### src/design/icm_pkg.sv
// shared types and constants of the incremental conductance tracker
`default_nettype none

package icm_pkg;

  localparam int QFracBitsDefault = 24;

  // register reset values
  localparam logic        TrackEnableReset = 1'b1;
  localparam logic [24:0] StepSizeReset    = 25'd167772;
  localparam logic [31:0] MinVoltageReset  = 32'd0;
  localparam logic [31:0] MaxVoltageReset  = 32'd16777216;
  localparam logic [23:0] IntervalReset    = 24'd100000;
  localparam logic [23:0] SkipCountReset   = 24'd100000;

  localparam logic [31:0] S32Max = 32'h7fff_ffff;
  localparam logic [31:0] S32Min = 32'h8000_0000;

  typedef enum logic [2:0] {
    CFG_TRACK_ENABLE      = 3'd0,
    CFG_STEP_SIZE         = 3'd1,
    CFG_MIN_VOLTAGE       = 3'd2,
    CFG_MAX_VOLTAGE       = 3'd3,
    CFG_DECISION_INTERVAL = 3'd4
  } cfg_idx_e;

  typedef struct packed {
    logic               track_enable;
    logic [24:0]        step_size;
    logic signed [31:0] min_voltage;
    logic signed [31:0] max_voltage;
    logic [23:0]        decision_interval;
  } cfg_t;

  typedef struct packed {
    logic signed [31:0] voltage_sample;
    logic signed [31:0] current_sample;
  } in_item_t;

  typedef struct packed {
    logic signed [31:0] voltage_reference;
    logic signed [31:0] filtered_voltage;
    logic signed [31:0] filtered_current;
    logic               decision_made;
  } out_item_t;

  // multiplier operand selection
  typedef enum logic [2:0] {
    MUL_NONE  = 3'd0,
    MUL_A_CS  = 3'd1,
    MUL_B_CF  = 3'd2,
    MUL_A_VS  = 3'd3,
    MUL_B_VF  = 3'd4,
    MUL_DI_VF = 3'd5
  } mul_sel_e;

  typedef struct packed {
    logic     load_in;
    mul_sel_e mul_sel;
    logic     acc_ld;
    logic     cf_ld;
    logic     vf_ld;
    logic     first_ld;
    logic     cnt_dec;
    logic     diff_ld;
    logic     div_start;
    logic     dir_ld;
    logic     cand_ld;
    logic     clamp_ld;
    logic     out_ld;
  } cmd_t;

  typedef struct packed {
    logic enable;
    logic first;
    logic cnt_zero;
    logic dv_zero;
    logic div_done;
  } status_t;

endpackage

`default_nettype wire

### src/design/icm_div.sv
// serial restoring divider, numerator scaled by 2^q, saturating signed quotient
`default_nettype none

module icm_div #(
  parameter int QF = icm_pkg::QFracBitsDefault
) (
  input  wire logic               clk_i,
  input  wire logic               rst_ni,
  input  wire logic               start_i,
  input  wire logic signed [31:0] num_i,
  input  wire logic signed [31:0] den_i,
  output logic                    done_o,
  output logic signed [31:0]      quot_o
);
  import icm_pkg::*;

  localparam int NW = 32 + QF;
  localparam int CW = $clog2(NW + 1);

  logic          busy_q, busy_d;
  logic [CW-1:0] cnt_q, cnt_d;
  logic [31:0]   rem_q, rem_d;
  logic [NW-1:0] sh_q, sh_d;
  logic [31:0]   dmag_q, dmag_d;
  logic          neg_q, neg_d;

  logic [32:0] trial;
  logic        ge;
  logic [31:0] nmag, dmag;
  logic        too_big_pos, too_big_neg;

  assign nmag  = num_i[31] ? 32'(-num_i) : 32'(num_i);
  assign dmag  = den_i[31] ? 32'(-den_i) : 32'(den_i);
  assign trial = {rem_q, sh_q[NW-1]};
  assign ge    = trial >= {1'b0, dmag_q};

  always_comb begin
    busy_d = busy_q;
    cnt_d  = cnt_q;
    rem_d  = rem_q;
    sh_d   = sh_q;
    dmag_d = dmag_q;
    neg_d  = neg_q;
    if (start_i) begin
      busy_d = 1'b1;
      cnt_d  = CW'(NW);
      rem_d  = '0;
      sh_d   = {nmag, {QF{1'b0}}};
      dmag_d = dmag;
      neg_d  = num_i[31] ^ den_i[31];
    end else if (busy_q) begin
      rem_d = ge ? 32'(trial - {1'b0, dmag_q}) : trial[31:0];
      sh_d  = {sh_q[NW-2:0], ge};
      cnt_d = cnt_q - 1'b1;
      if (cnt_q == CW'(1)) begin
        busy_d = 1'b0;
      end
    end
  end

  always_ff @(posedge clk_i or negedge rst_ni) begin
    if (!rst_ni) begin
      busy_q <= 1'b0;
      cnt_q  <= '0;
    end else begin
      busy_q <= busy_d;
      cnt_q  <= cnt_d;
    end
  end

  always_ff @(posedge clk_i) begin
    rem_q  <= rem_d;
    sh_q   <= sh_d;
    dmag_q <= dmag_d;
    neg_q  <= neg_d;
  end

  // saturate the magnitude to the signed 32-bit range
  assign too_big_pos = |sh_q[NW-1:31];
  assign too_big_neg = (|sh_q[NW-1:32]) | (sh_q[31] & (|sh_q[30:0]));

  always_comb begin
    if (!neg_q) begin
      quot_o = too_big_pos ? S32Max : sh_q[31:0];
    end else begin
      quot_o = too_big_neg ? S32Min : 32'(-sh_q[31:0]);
    end
  end

  assign done_o = !busy_q;

endmodule

`default_nettype wire

### src/design/icm_dp.sv
// datapath: filters, shared multiplier, tracking state and result register
`default_nettype none

module icm_dp #(
  parameter int QF = icm_pkg::QFracBitsDefault
) (
  input  wire logic                clk_i,
  input  wire logic                rst_ni,
  input  wire icm_pkg::cfg_t       cfg_i,
  input  wire icm_pkg::cmd_t       cmd_i,
  output icm_pkg::status_t         st_o,
  input  wire icm_pkg::in_item_t   in_data_i,
  output icm_pkg::out_item_t       out_data_o
);
  import icm_pkg::*;

  localparam longint AlphaL     = (longint'(666) << QF) / 10000;
  localparam longint BetaL      = (longint'(9334) << QF) / 10000;
  localparam longint FirstStepL = (longint'(1) << QF) / 100;
  localparam logic signed [31:0] Alpha     = 32'(AlphaL);
  localparam logic signed [31:0] Beta      = 32'(BetaL);
  localparam logic signed [32:0] FirstStep = 33'(FirstStepL);

  logic signed [31:0] vs_q, cs_q;
  logic signed [63:0] prod_q;
  logic signed [31:0] acc_q;
  logic signed [31:0] vf_q, cf_q, vprev_q, cprev_q, ref_q;
  logic signed [31:0] dv_q, di_q;
  logic               first_q;
  logic [23:0]        cnt_q;
  logic               up_q, dn_q;
  logic signed [33:0] cand_q;
  logic               decided_q;
  out_item_t          out_q;

  logic signed [31:0] mul_a, mul_b;
  logic signed [31:0] prod_tr;
  logic signed [32:0] first_sum;
  logic signed [31:0] first_ref;
  logic               div_done;
  logic signed [31:0] quot;
  logic signed [32:0] tsum;
  logic               up_d, dn_d;
  logic signed [33:0] vf_ext, step_ext, cand_d;
  logic signed [33:0] min_ext, max_ext, lo_clamped, clamped;

  always_comb begin
    case (cmd_i.mul_sel)
      MUL_A_CS: begin mul_a = Alpha; mul_b = cs_q; end
      MUL_B_CF: begin mul_a = Beta;  mul_b = cf_q; end
      MUL_A_VS: begin mul_a = Alpha; mul_b = vs_q; end
      MUL_B_VF: begin mul_a = Beta;  mul_b = vf_q; end
      MUL_DI_VF: begin mul_a = di_q; mul_b = vf_q; end
      default: begin mul_a = '0; mul_b = '0; end
    endcase
  end

  // product shifted right by q and wrapped to 32 bits
  assign prod_tr = prod_q[QF +: 32];

  assign first_sum = {vf_q[31], vf_q} + FirstStep;
  always_comb begin
    case (first_sum[32:31])
      2'b01:   first_ref = S32Max;
      2'b10:   first_ref = S32Min;
      default: first_ref = first_sum[31:0];
    endcase
  end

  icm_div #(.QF(QF)) u_div (
    .clk_i   (clk_i),
    .rst_ni  (rst_ni),
    .start_i (cmd_i.div_start),
    .num_i   (prod_tr),
    .den_i   (dv_q),
    .done_o  (div_done),
    .quot_o  (quot)
  );

  // direction from the incremental conductance test
  assign tsum = {cf_q[31], cf_q} + {quot[31], quot};
  always_comb begin
    if (dv_q == '0) begin
      up_d = !di_q[31] && (di_q != '0);
      dn_d = di_q[31];
    end else begin
      up_d = !tsum[32] && (tsum != '0);
      dn_d = tsum[32];
    end
  end

  assign vf_ext   = {{2{vf_q[31]}}, vf_q};
  assign step_ext = {9'b0, cfg_i.step_size};
  always_comb begin
    if (up_q) begin
      cand_d = vf_ext + step_ext;
    end else if (dn_q) begin
      cand_d = vf_ext - step_ext;
    end else begin
      cand_d = {{2{ref_q[31]}}, ref_q};
    end
  end

  // min first, then max, so max wins
  assign min_ext    = {{2{cfg_i.min_voltage[31]}}, cfg_i.min_voltage};
  assign max_ext    = {{2{cfg_i.max_voltage[31]}}, cfg_i.max_voltage};
  assign lo_clamped = (cand_q < min_ext) ? min_ext : cand_q;
  assign clamped    = (lo_clamped > max_ext) ? max_ext : lo_clamped;

  // architectural state
  always_ff @(posedge clk_i or negedge rst_ni) begin
    if (!rst_ni) begin
      vf_q      <= '0;
      cf_q      <= '0;
      vprev_q   <= '0;
      cprev_q   <= '0;
      ref_q     <= '0;
      first_q   <= 1'b1;
      cnt_q     <= SkipCountReset;
      decided_q <= 1'b0;
    end else begin
      if (cmd_i.load_in) begin
        decided_q <= 1'b0;
      end
      if (cmd_i.cf_ld) begin
        cf_q <= acc_q + prod_tr;
      end
      if (cmd_i.vf_ld) begin
        vf_q <= acc_q + prod_tr;
      end
      if (cmd_i.first_ld) begin
        ref_q     <= first_ref;
        first_q   <= 1'b0;
        vprev_q   <= vf_q;
        cprev_q   <= cf_q;
        cnt_q     <= cfg_i.decision_interval;
        decided_q <= 1'b1;
      end
      if (cmd_i.cnt_dec) begin
        cnt_q <= cnt_q - 1'b1;
      end
      if (cmd_i.diff_ld) begin
        vprev_q <= vf_q;
        cprev_q <= cf_q;
        cnt_q   <= cfg_i.decision_interval;
      end
      if (cmd_i.clamp_ld) begin
        ref_q     <= clamped[31:0];
        decided_q <= 1'b1;
      end
    end
  end

  // working registers
  always_ff @(posedge clk_i) begin
    if (cmd_i.load_in) begin
      vs_q <= in_data_i.voltage_sample;
      cs_q <= in_data_i.current_sample;
    end
    if (cmd_i.mul_sel != MUL_NONE) begin
      prod_q <= mul_a * mul_b;
    end
    if (cmd_i.acc_ld) begin
      acc_q <= prod_tr;
    end
    if (cmd_i.diff_ld) begin
      dv_q <= vf_q - vprev_q;
      di_q <= cf_q - cprev_q;
    end
    if (cmd_i.dir_ld) begin
      up_q <= up_d;
      dn_q <= dn_d;
    end
    if (cmd_i.cand_ld) begin
      cand_q <= cand_d;
    end
    if (cmd_i.out_ld) begin
      out_q.voltage_reference <= ref_q;
      out_q.filtered_voltage  <= vf_q;
      out_q.filtered_current  <= cf_q;
      out_q.decision_made     <= decided_q;
    end
  end

  assign st_o.enable   = cfg_i.track_enable;
  assign st_o.first    = first_q;
  assign st_o.cnt_zero = (cnt_q == '0);
  assign st_o.dv_zero  = (dv_q == '0);
  assign st_o.div_done = div_done;

  assign out_data_o = out_q;

endmodule

`default_nettype wire

### src/design/icm_ctrl.sv
// sequencing state machine and result valid flag
`default_nettype none

module icm_ctrl (
  input  wire logic             clk_i,
  input  wire logic             rst_ni,
  input  wire logic             in_valid_i,
  output logic                  in_ready_o,
  output logic                  out_valid_o,
  input  wire logic             out_ready_i,
  input  wire icm_pkg::status_t st_i,
  output icm_pkg::cmd_t         cmd_o
);
  import icm_pkg::*;

  typedef enum logic [13:0] {
    S_IDLE    = 14'b00000000000001,
    S_FC1     = 14'b00000000000010,
    S_FC2     = 14'b00000000000100,
    S_FC3     = 14'b00000000001000,
    S_FV2     = 14'b00000000010000,
    S_FV3     = 14'b00000000100000,
    S_BRANCH  = 14'b00000001000000,
    S_DMUL    = 14'b00000010000000,
    S_DIVGO   = 14'b00000100000000,
    S_DIVWAIT = 14'b00001000000000,
    S_TSUM    = 14'b00010000000000,
    S_STEP    = 14'b00100000000000,
    S_CLAMP   = 14'b01000000000000,
    S_DONE    = 14'b10000000000000
  } state_e;

  state_e state_q, state_d;
  logic   out_valid_q, out_valid_d;

  always_comb begin
    state_d = state_q;
    cmd_o   = '0;
    case (state_q)
      S_IDLE: begin
        if (in_valid_i) begin
          cmd_o.load_in = 1'b1;
          state_d       = S_FC1;
        end
      end
      S_FC1: begin
        cmd_o.mul_sel = MUL_A_CS;
        state_d       = S_FC2;
      end
      S_FC2: begin
        cmd_o.acc_ld  = 1'b1;
        cmd_o.mul_sel = MUL_B_CF;
        state_d       = S_FC3;
      end
      S_FC3: begin
        cmd_o.cf_ld   = 1'b1;
        cmd_o.mul_sel = MUL_A_VS;
        state_d       = S_FV2;
      end
      S_FV2: begin
        cmd_o.acc_ld  = 1'b1;
        cmd_o.mul_sel = MUL_B_VF;
        state_d       = S_FV3;
      end
      S_FV3: begin
        cmd_o.vf_ld = 1'b1;
        state_d     = S_BRANCH;
      end
      S_BRANCH: begin
        if (!st_i.enable) begin
          state_d = S_DONE;
        end else if (st_i.first) begin
          cmd_o.first_ld = 1'b1;
          state_d        = S_DONE;
        end else if (!st_i.cnt_zero) begin
          cmd_o.cnt_dec = 1'b1;
          state_d       = S_DONE;
        end else begin
          cmd_o.diff_ld = 1'b1;
          state_d       = S_DMUL;
        end
      end
      S_DMUL: begin
        cmd_o.mul_sel = MUL_DI_VF;
        state_d       = st_i.dv_zero ? S_TSUM : S_DIVGO;
      end
      S_DIVGO: begin
        cmd_o.div_start = 1'b1;
        state_d         = S_DIVWAIT;
      end
      S_DIVWAIT: begin
        if (st_i.div_done) begin
          state_d = S_TSUM;
        end
      end
      S_TSUM: begin
        cmd_o.dir_ld = 1'b1;
        state_d      = S_STEP;
      end
      S_STEP: begin
        cmd_o.cand_ld = 1'b1;
        state_d       = S_CLAMP;
      end
      S_CLAMP: begin
        cmd_o.clamp_ld = 1'b1;
        state_d        = S_DONE;
      end
      S_DONE: begin
        if (!out_valid_q || out_ready_i) begin
          cmd_o.out_ld = 1'b1;
          state_d      = S_IDLE;
        end
      end
      default: begin
        state_d = S_IDLE;
      end
    endcase
  end

  always_comb begin
    out_valid_d = out_valid_q;
    if (cmd_o.out_ld) begin
      out_valid_d = 1'b1;
    end else if (out_ready_i) begin
      out_valid_d = 1'b0;
    end
  end

  always_ff @(posedge clk_i or negedge rst_ni) begin
    if (!rst_ni) begin
      state_q     <= S_IDLE;
      out_valid_q <= 1'b0;
    end else begin
      state_q     <= state_d;
      out_valid_q <= out_valid_d;
    end
  end

  assign in_ready_o  = (state_q == S_IDLE);
  assign out_valid_o = out_valid_q;

endmodule

`default_nettype wire

### src/design/incremental_conductance_mppt.sv
// top level of the incremental conductance maximum power point tracker
`default_nettype none

// One transfer in carries a raw voltage and current sample (signed Q8.24 at the
// default fraction width); one transfer out returns the voltage reference, both
// filtered values and a flag telling whether this sample ran the first step or
// a tracking decision. Both samples go through first-order low-pass filters on
// a single shared 32x32 multiplier, four multiplies back to back. A sample that
// only filters, counts down or takes the first step has its result loaded
// after the filter and branch steps, and the next sample can be taken in the
// cycle after that load. A tracking decision with an unchanged voltage adds
// one multiply and the direction, step and clamp steps. Any other decision
// also runs a one-bit-per-cycle divider of 32 + Q_FRACTION_BITS steps, with
// a start step before it and a wait on its done flag. Only one sample is in
// work at a time; a new sample is taken while the previous result still waits
// in the output register, and a finished sample holds in its last step until
// the receiver takes that waiting result. Registers are written through
// cfg_we_i / cfg_index_i / cfg_wdata_i and must only change while the block
// is idle. There is no clearing pass after reset.
module incremental_conductance_mppt #(
  parameter int Q_FRACTION_BITS = icm_pkg::QFracBitsDefault
) (
  input  wire logic                clk_i,
  input  wire logic                rst_ni,
  input  wire logic                in_valid_i,
  output logic                     in_ready_o,
  input  wire icm_pkg::in_item_t   in_data_i,
  output logic                     out_valid_o,
  input  wire logic                out_ready_i,
  output icm_pkg::out_item_t       out_data_o,
  input  wire logic                cfg_we_i,
  input  wire logic [2:0]          cfg_index_i,
  input  wire logic [31:0]         cfg_wdata_i
);
  import icm_pkg::*;

  cfg_t    cfg_q;
  cmd_t    cmd;
  status_t st;

  // configuration registers, fields truncated to their widths
  always_ff @(posedge clk_i or negedge rst_ni) begin
    if (!rst_ni) begin
      cfg_q.track_enable      <= TrackEnableReset;
      cfg_q.step_size         <= StepSizeReset;
      cfg_q.min_voltage       <= MinVoltageReset;
      cfg_q.max_voltage       <= MaxVoltageReset;
      cfg_q.decision_interval <= IntervalReset;
    end else if (cfg_we_i) begin
      case (cfg_index_i)
        CFG_TRACK_ENABLE:      cfg_q.track_enable      <= cfg_wdata_i[0];
        CFG_STEP_SIZE:         cfg_q.step_size         <= cfg_wdata_i[24:0];
        CFG_MIN_VOLTAGE:       cfg_q.min_voltage       <= cfg_wdata_i;
        CFG_MAX_VOLTAGE:       cfg_q.max_voltage       <= cfg_wdata_i;
        CFG_DECISION_INTERVAL: cfg_q.decision_interval <= cfg_wdata_i[23:0];
        default: ;  // unused indexes are ignored
      endcase
    end
  end

  // sequencer: walks filter, branch and decision steps
  icm_ctrl u_ctrl (
    .clk_i       (clk_i),
    .rst_ni      (rst_ni),
    .in_valid_i  (in_valid_i),
    .in_ready_o  (in_ready_o),
    .out_valid_o (out_valid_o),
    .out_ready_i (out_ready_i),
    .st_i        (st),
    .cmd_o       (cmd)
  );

  // arithmetic, tracker state and output register
  icm_dp #(.QF(Q_FRACTION_BITS)) u_dp (
    .clk_i      (clk_i),
    .rst_ni     (rst_ni),
    .cfg_i      (cfg_q),
    .cmd_i      (cmd),
    .st_o       (st),
    .in_data_i  (in_data_i),
    .out_data_o (out_data_o)
  );

endmodule

`default_nettype wire

### config.mk
export PLATFORM = sky130hd
export DESIGN_NAME = incremental_conductance_mppt
export DESIGN_NICKNAME = d
export VERILOG_FILES = /design/src/design/icm_pkg.sv /design/src/design/icm_div.sv /design/src/design/icm_dp.sv /design/src/design/icm_ctrl.sv /design/src/design/incremental_conductance_mppt.sv
export SDC_FILE = /design/constraint.sdc
export NUM_CORES = 2
export LEC_CHECK = 0
export ABC_CLOCK_PERIOD_IN_PS = 26100
export BUFFER_PORTS_ARGS = -buffer_cell sky130_fd_sc_hd__buf_2
export CORE_MARGIN = 2
export CORE_UTILIZATION = 50
export CTS_CLUSTER_SIZE = 28
export DETAILED_ROUTE_END_ITERATION = 7
export PLACE_DENSITY = 0.77
export SLEW_MARGIN = 20
export SYNTH_ARGS = -nofsm -noshare
export SYNTH_HDL_FRONTEND = slang
export SYNTH_HIERARCHICAL = 1
export SYNTH_SLANG_ARGS = --single-unit
### constraint.sdc
create_clock -name clk_i -period 26.1 [get_ports clk_i]
set_input_delay 1.305 -clock clk_i [delete_from_list [all_inputs] [get_ports clk_i]]
set_output_delay 1.305 -clock clk_i [all_outputs]
set_load 0.02 [all_outputs]
==> metrics <==
status finished, final reports clean; post-cts resize count 0; switch share 42.2%; post-place setup slack 14.42 ns; Post-Syn Instances 7988; Cell Int Power 0.00306 W; Max stage delay on crit path 0.92 ns; Critical Path Most Common Cell fa_1; # IOs 203; Port Buf Inserts 202; drt initial violations 6827; routed len/inst 24.8 µm; final worst-path setup slack 14.11 ns; skew final 0.0414 ns; largest net degree at the start of global routing 123; clk_lat worst skew 0.68 ns; final hold violation count 0; async set or reset register ratio after synthesis 42.0%; RSZ-0062 raised after global routing false; antenna-violating nets left 0; Ys Warns 6; combinational share of power 44.5%; cts hold-fix bufs 0; crit end category register; net switching power 0.00224 W; All-Layer GR Usage 32.0%; measured slew at the worst slew-check pin 1.17 ns; drt total wl 253 mm; maximum VDD drop 0.0716 mV; die width 397 µm; vias in the first global route 62554; Die H 397 µm; via count 62211; average cell area after synthesis 9.68 µm²; Fin Setup TNS 0 ns; slew margin rel. 20.1%; CTS H-tree depth 3; CTS tree yes; drt drc 0; Syn Std Cell Area 77300 µm²; Hold Crit Class reg2reg; final worst path period need 11.99 ns; Final setup viols 0; final RePlAce weighted congestion 1.03; Final period util 46.0%; Critical Path AT 12.50 ns; CTS Buf Count 84; DPL Wire Length 191 mm; pins over their slew limit 0; syn nets 9533; fmax 83.4 MHz; vias per inst 6.10; crit path max fanout 56; crit start category register; initial core utilization 50.2%; register area share after synthesis 27.0%; Worst-path clk slew 0.07 ns; most frequent cells in the layout 1212 x inv_1, 989 x fa_1, 849 x nand2_1; core region area 154000 µm²; post-synth cell types 99; die area 158000 µm²; pwr dens 63.3 nW/µm²; ratio of cells with drive above 1 in the final layout 10.9%; Seq cells post-synth 767; static leakage 37.3 nW; Post-synth top flop edfxtp_1; clock root cell clkbuf_16; std cell rows 144; global-route wire length before repair 380 mm; Area growth syn-to-layout 8.50%; clock power share 23.6%; Seq pwr share 31.9%; slowest stage cell, crit path a221o_1; global route overflow 0; Post-CTS Setup Bufs 0; EDFF count, synth 389; commonest non-fill, non-tap cell in the layout inv_1; clock sinks 767; maximum clock path buffer count 3; max cap viols 0; antenna violations before repair 17; Nets 9611; Worst Setup Path Type reg2reg; Req. time, crit path 26.60 ns; Pre-Repair DR Iteration Count 8
layer usage:
metal | wire length [µm] | vias to the layer above | track usage [%] | part of all wire (%)
li1 | - | 26566 | - | -
met1 | 95400 | 30902 | 42.0 | 38
met2 | 109000 | 3845 | 47.9 | 43
met3 | 32000 | 886 | 9.31 | 13
met4 | 16400 | 12 | 17.5 | 6.5
met5 | 89 | - | 0 | 0.035
layout make-up:
type	count	area, µm²
Fill cell	13385	70000
Multi-Input combinational cell	5624	50600
Sequential cell	767	20900
Inverter	1215	4560
Tap cell	2044	2560
Clock buffer	111	2340
Timing Repair Buffer	374	2310
Clock inverter	45	547
Antenna cell	13	32.5
critical path: cells and delay by family, from the launching register on:
family                   cells  cell delay [ns]
buffers and inverters        5             1.15
XOR/XNOR                     1             0.20
flip-flops                   1             0.49
AO/OA/AOI/OAI                8             2.81
AND/OR/NAND/NOR              8             2.81
adder cells (fa/ha/maj)      9             4.32
cell usage after synthesis (45+ instances only):
cell type | number | area [µm²]
inv_1 | 1212 | 4550
fa_1 | 989 | 19800
nand2_1 | 849 | 3190
nor2_1 | 815 | 3060
ha_1 | 452 | 5660
edfxtp_1 | 389 | 11700
clkbuf_1 | 338 | 1270
a21oi_1 | 316 | 1580
dfrtp_1 | 296 | 7410
o21ai_0 | 243 | 1220
mux2_2 | 230 | 2590
xnor2_1 | 196 | 1720
a21o_1 | 143 | 1070
nor3_1 | 85 | 425
nor2b_1 | 83 | 519
nand3_1 | 81 | 405
xor2_1 | 71 | 622
nand2b_1 | 61 | 382
a22o_1 | 60 | 526
a31oi_1 | 56 | 350
dfxtp_1 | 56 | 1120
and3_1 | 54 | 338
nand4_1 | 52 | 325
nor4_1 | 47 | 294
a211oi_1 | 45 | 338
cells by family (layout without fill, tap and decap cells):
| logic type | after synthesis | in the layout | share of synthesized area [%] |
|---|---|---|---|
| XOR/XNOR | 267 | 267 | 3.03 |
| adder cells (fa/ha/maj) | 1441 | 1441 | 32.9 |
| AND/OR/NAND/NOR | 2294 | 2294 | 13.2 |
| AO/OA/AOI/OAI | 1327 | 1327 | 11.5 |
| multiplexers | 295 | 295 | 4.37 |
| buffers and inverters | 1597 | 1745 | 7.91 |
| flip-flops | 767 | 767 | 27.0 |
| other | 0 | 13 | 0 |
power by group through the flow:
stage / clock, W / combinational, W / sequential [W]
after detailed placement: 0 / 0.00227 / 0.00170
after global routing: 0.00131 / 0.00251 / 0.00169
after floorplan: 0 / 0.00152 / 0.00158
after global placement: 0 / 0.00222 / 0.00169
after CTS: 0.00127 / 0.00228 / 0.00167
final: 0.00125 / 0.00236 / 0.00169
registers in the layout, summed over array words and instances (netlist names), 33 cells and up:
name             cells
cfg_q              114
u_dp/out_data_o     97
u_dp/u_div/sh_q     56
u_dp/cand_q         33
per-stage QoR:
stage / area [µm²] / power (W) / std cells / hold WS, ns / utilization [%]
6_report: 83900 / 0.00531 / 10193 / 0.483 / 54.5
5_1_grt: 83800 / 0.00552 / 10181 / 0.496 / 54.5
4_1_cts: 83800 / 0.00522 / 10180 / 0.482 / 54.5
3_5_place_dp: 80900 / 0.00396 / 10024 / 0.455 / 52.6
3_3_place_gp: 80900 / 0.00391 / 10024 / 0.456 / 52.6
2_1_floorplan: 77300 / 0.00310 / 7988 / 0.423 / -
path summary, 6_finish.rpt:
path,start,end,slack (ns),cells past startpoint
worst max register to register,u_ctrl/state_q[10]$_DFFE_PN0P_,u_dp/prod_q[53]$_DFFE_PP_,14.11,31
worst max-delay path,u_ctrl/state_q[10]$_DFFE_PN0P_,u_dp/prod_q[53]$_DFFE_PP_,14.11,31
min in group asynchronous,rst_ni,cfg_q[46]$_DFFE_PN0P_,0.76,1
worst min-delay path,cfg_q[6]$_DFFE_PN0P_,u_dp/cnt_q[6]$_DFFE_PN0P_,0.48,2
worst min register to register,cfg_q[6]$_DFFE_PN0P_,u_dp/cnt_q[6]$_DFFE_PN0P_,0.48,2
max in group asynchronous,rst_ni,u_dp/u_div/busy_q$_DFF_PN0_,22.79,3
No activity file was read; power rests on OpenSTA's default activity.
